==> src/rtl/core/csrm_pkg.sv <==
// Shared types and constants for the CSR matrix build and lookup unit.
// Holds item and result structs, operation and status codes, size defaults.
// No dependencies.
package csrm_pkg;

	// Default store sizes
	localparam int DEF_MAX_ROWS    = 256;
	localparam int DEF_MAX_COLS    = 256;
	localparam int DEF_MAX_ENTRIES = 4096;

	// Width of the column count register
	localparam int CFG_W = 9;

	// Operation codes
	localparam logic [1:0] OP_CLEAR  = 2'd0;
	localparam logic [1:0] OP_LOAD   = 2'd1;
	localparam logic [1:0] OP_LOOKUP = 2'd2;

	// Status codes
	localparam logic [1:0] STAT_OK     = 2'd0;
	localparam logic [1:0] STAT_FULL   = 2'd1;
	localparam logic [1:0] STAT_NO_ROW = 2'd2;

	typedef struct packed {
		logic [1:0]  operation;
		logic [63:0] element_value;
		logic [7:0]  lookup_row;
		logic [7:0]  lookup_col;
	} in_item_t;

	typedef struct packed {
		logic [63:0] result_value;
		logic        found;
		logic [1:0]  status;
		logic [12:0] entries_stored;
	} out_item_t;

	// Controller to datapath commands
	typedef struct packed {
		logic respond;   // apply an item that answers at once
		logic ptr_rd;    // read the row pointers of a lookup
		logic ptr_load;  // take the pointers into the scan range
		logic scan;      // walk the entries of the row
	} dp_cmd_t;

	// Datapath to controller status
	typedef struct packed {
		logic row_loaded;
		logic scan_hit;
		logic scan_end;
	} dp_status_t;

endpackage

==> src/rtl/core/csrm_ctrl.sv <==
// Controller state machine for the CSR matrix build and lookup unit.
// Sequences lookups through pointer read and entry scan; uses csrm_pkg.
module csrm_ctrl (
	input  logic                    clk,
	input  logic                    arst_n,
	input  logic                    start,
	input  logic [1:0]              operation,
	input  csrm_pkg::dp_status_t    sts,
	output csrm_pkg::dp_cmd_t       cmd,
	output logic                    busy
);
	import csrm_pkg::*;

	typedef enum logic [2:0] {
		S_IDLE = 3'b001,
		S_PTR  = 3'b010,
		S_SCAN = 3'b100
	} state_t;

	state_t state_q, state_nx;

	// Decide next state and commands
	always_comb begin
		cmd      = '0;
		state_nx = state_q;
		case (state_q)
			S_IDLE: begin
				if (start) begin
					if (operation == OP_LOOKUP && sts.row_loaded) begin
						cmd.ptr_rd = 1'b1;
						state_nx   = S_PTR;
					end else begin
						cmd.respond = 1'b1;
					end
				end
			end
			S_PTR: begin
				cmd.ptr_load = 1'b1;
				state_nx     = S_SCAN;
			end
			S_SCAN: begin
				cmd.scan = 1'b1;
				if (sts.scan_hit || sts.scan_end) begin
					state_nx = S_IDLE;
				end
			end
			default: begin
				state_nx = S_IDLE;
			end
		endcase
	end

	// Hold state
	always_ff @(posedge clk or negedge arst_n) begin
		if (!arst_n) begin
			state_q <= S_IDLE;
		end else begin
			state_q <= state_nx;
		end
	end

	assign busy = (state_q != S_IDLE);

endmodule

==> config.mk <==
export PLATFORM = sky130hd
export DESIGN_NAME = csrm_ctrl
export DESIGN_NICKNAME = d
export VERILOG_FILES = /design/src/rtl/core/csrm_pkg.sv /design/src/rtl/core/csrm_ctrl.sv
export SDC_FILE = /design/constraint.sdc
export NUM_CORES = 1
export LEC_CHECK = 0
export BUFFER_PORTS_ARGS = -buffer_cell sky130_fd_sc_hd__buf_2
export CAP_MARGIN = 5
export CORE_AREA = 2 2 39 41
export CTS_CLUSTER_SIZE = 24
export DETAILED_ROUTE_END_ITERATION = 10
export DIE_AREA = 0 0 41 43
export MAX_ROUTING_LAYER = met4
export SLEW_MARGIN = 20
export SYNTH_ARGS = -nofsm -noshare
export SYNTH_HDL_FRONTEND = slang
export SYNTH_SLANG_ARGS = --single-unit
==> constraint.sdc <==
create_clock -name clk -period 3.9 [get_ports clk]
set_clock_uncertainty 0.2 [all_clocks]
set_input_delay 0.585 -clock clk [delete_from_list [all_inputs] [get_ports clk]]
set_output_delay 0.585 -clock clk [all_outputs]
set_load 0.005 [all_outputs]
==> results.json <==
{
  "dr.pass1.iters": 4,
  "grt_overflow_total": 0,
  "maxCapViolCount": 0,
  "synthesis.nets": 24,
  "synth_area_leaders": "dfrtp_1 (30%), dfstp_2 (16%), nand4bb_2 (9.7%), nor3b_1 (9.0%), nor2_1 (6.7%)",
  "seq_power_share_pct": 33.6,
  "tightest_slew_ps": 225,
  "critPathBufInv": 1,
  "p_int_w": 0.0000769,
  "syn_area_per_cell_um2": 10.5,
  "cts_tree": "done",
  "crit_chain": "or3b_2 -> buf_2",
  "die_h_um": 43,
  "min_from": "operation[0]",
  "switchingPower_w": 0.0000215,
  "p_leak_nw": 0.134,
  "hp-class": "input pin to flip-flop",
  "status": "complete, no violations",
  "critical_path.slowest_cell": "dfstp_2",
  "port_buffers": 12,
  "maxSlewViolCount": 0,
  "nNetsFinal": 42,
  "syn_to_final_growth_pct": 69.4,
  "antenna_found_initial": 0,
  "rsz0062_at_grt": "false",
  "startpoint_type": "flip-flop",
  "core_area_um2": 1380,
  "grt_max_degree": 7,
  "largest_register_ffs": 3,
  "wirelength_met1_um": 183,
  "hpwl_um": 304,
  "setup_viol": 0,
  "grt_pass1_wl_um": 655,
  "ys_ff_latch": 3,
  "yosys.area.top_type": "dfrtp_1",
  "cts.repair.resized": 0,
  "crit_fanout": 5,
  "clkPwrFrac_pct": 55.7,
  "wl_um": 404,
  "fmax_mhz": 463,
  "period_minus_slack_ps": 2160,
  "route.vias.total": 179,
  "path_clk_slew_ps": 40,
  "tns_ps": 0,
  "die_x_um": 41,
  "power.density_nw_per_um2": 346,
  "first_iter_violations": 3,
  "ant_nets": 0,
  "ir_drop_uv": 86.7,
  "largestRegisters": "state_q (3)",
  "top_register": "state_q",
  "grt_pass1_vias": 164,
  "cp.required_ps": 3120,
  "vias_per_cell": 3.65,
  "r2r_start": "state_q[1]",
  "seq_area_frac_synth_pct": 45.5,
  "num_io_pins": 13,
  "ys.warnings.count": 0,
  "cpPeakStageDelay_ps": 560,
  "start_util_pct": 12.1,
  "netlist_instances": 16,
  "most-common-layout-cells": "buf_2 (12), nor2_1 (3), clkbuf_4 (3)",
  "max_slew_margin_pct": 84.9,
  "ys_types": 11,
  "p_comb_share_pct": 10.8,
  "n_antenna_cell": 0,
  "p_sw_share_pct": 21.8,
  "wl_per_cell_um": 8.24,
  "synth_area_um2": 168,
  "synth_top_area_share_pct": 29.9,
  "arrival_ps": 1380,
  "clock_latency_ps": 230,
  "dr.max_layer_used": "met4",
  "dieArea_um2": 1760,
  "cts_buffer_depth": 2,
  "layout-drive-gt1-share_pct": 57.6,
  "row_count": 14,
  "critical-path-top-delay-family": "flip-flops",
  "layout_commonest_cell": "buf_2",
  "grt_use_total_pct": 6.60,
  "hold_viol_final": 0,
  "wl_met3_um": 59,
  "drc": 0,
  "end_kind": "output port",
  "fin_crit_sh_pct": 55.4,
  "gp_congestion": 0.608,
  "htree_levels": 1,
  "wl_met2_um": 138,
  "cts_made_buffers": 3,
  "cp-startpoint": "state_q[0]",
  "crit_type": "flip-flop to output port",
  "fill_cells": 161,
  "cts.sinks": 3,
  "hold_slack_ps": 342,
  "root_buffer": "clkbuf_4"
}
[logic make-up after synthesis]
family / synth area share [%]
and+or+nand+nor: 49.3
DFF: 45.5
AOI/OAI and AO/OA: 5.22
[cells in the mapped netlist]
cell	instances
nor3b_1	2
nand4bb_2	1
nor3_1	2
dfrtp_1	2
nand2_1	1
or4b_1	1
a21oi_2	1
dfstp_2	1
or2b_1	1
or3b_2	1
nor2_1	3
[layout make-up]
| cell class | instances | area (um2) | share of cell area, % |
|---|---|---|---|
| clock buffers | 4 | 26.3 | 9.25 |
| flip-flops and latches | 3 | 76.3 | 26.9 |
| repair buffers | 13 | 70.1 | 24.7 |
| well taps | 16 | 20.0 | 7.05 |
| multi-input cells | 13 | 91.3 | 32.2 |
[stage by stage]
step	power (W)	std cells	worst slack (ps)	instance area [um2]	utilization (%)
finish	0.0000983	49	1740	284	20.5
floorplan	0.0000371	16	2120	168	-
global placement	0.0000432	44	1880	248	17.9
CTS	0.000101	49	1730	284	20.5
global route	0.000107	49	1610	284	20.5
detailed placement	0.0000434	44	1900	248	17.9
[power by group through the flow]
stage          clock (W)  sequential [W]  combinational [W]
5_1_grt        0.0000611       0.0000331          0.0000123
6_report       0.0000547       0.0000330          0.0000106
3_5_place_dp           0       0.0000334         0.00000997
2_1_floorplan          0       0.0000332         0.00000395
3_3_place_gp           0       0.0000333         0.00000984
4_1_cts        0.0000575       0.0000330          0.0000108
[per-layer routing]
metal  GRT usage (%)  vias to the layer above
met2            6.56                       14
met5               -                        -
met4            8.00                        0
met1            7.14                       69
li1                -                       92
met3            4.71                        4
[final timing paths]
kind | to | slack (ps) | cells past startpoint
min | state_q[1] | 340 | 2
max reg2reg | state_q[0] | 2450 | 3
max in group asynchronous | state_q[0] | 2830 | 2
min in group asynchronous | state_q[2] | 470 | 2
min reg2reg | state_q[2] | 360 | 1
max | busy | 1740 | 2
[worst register-to-register path, cell delays in order (launching register included)]
cell and delay, ps:
dfrtp_1 410, or4b_1 540, a21oi_2 160, nor2_1 60
[timing repair]
item / CTS / global route
endpoints found under the setup margin: 0 / 0
hold endpoints to repair: 2 / 0
hold buffers: 1 / 0
setup buffers: 0 / 0
No activity file was read; power rests on OpenSTA's default activity.
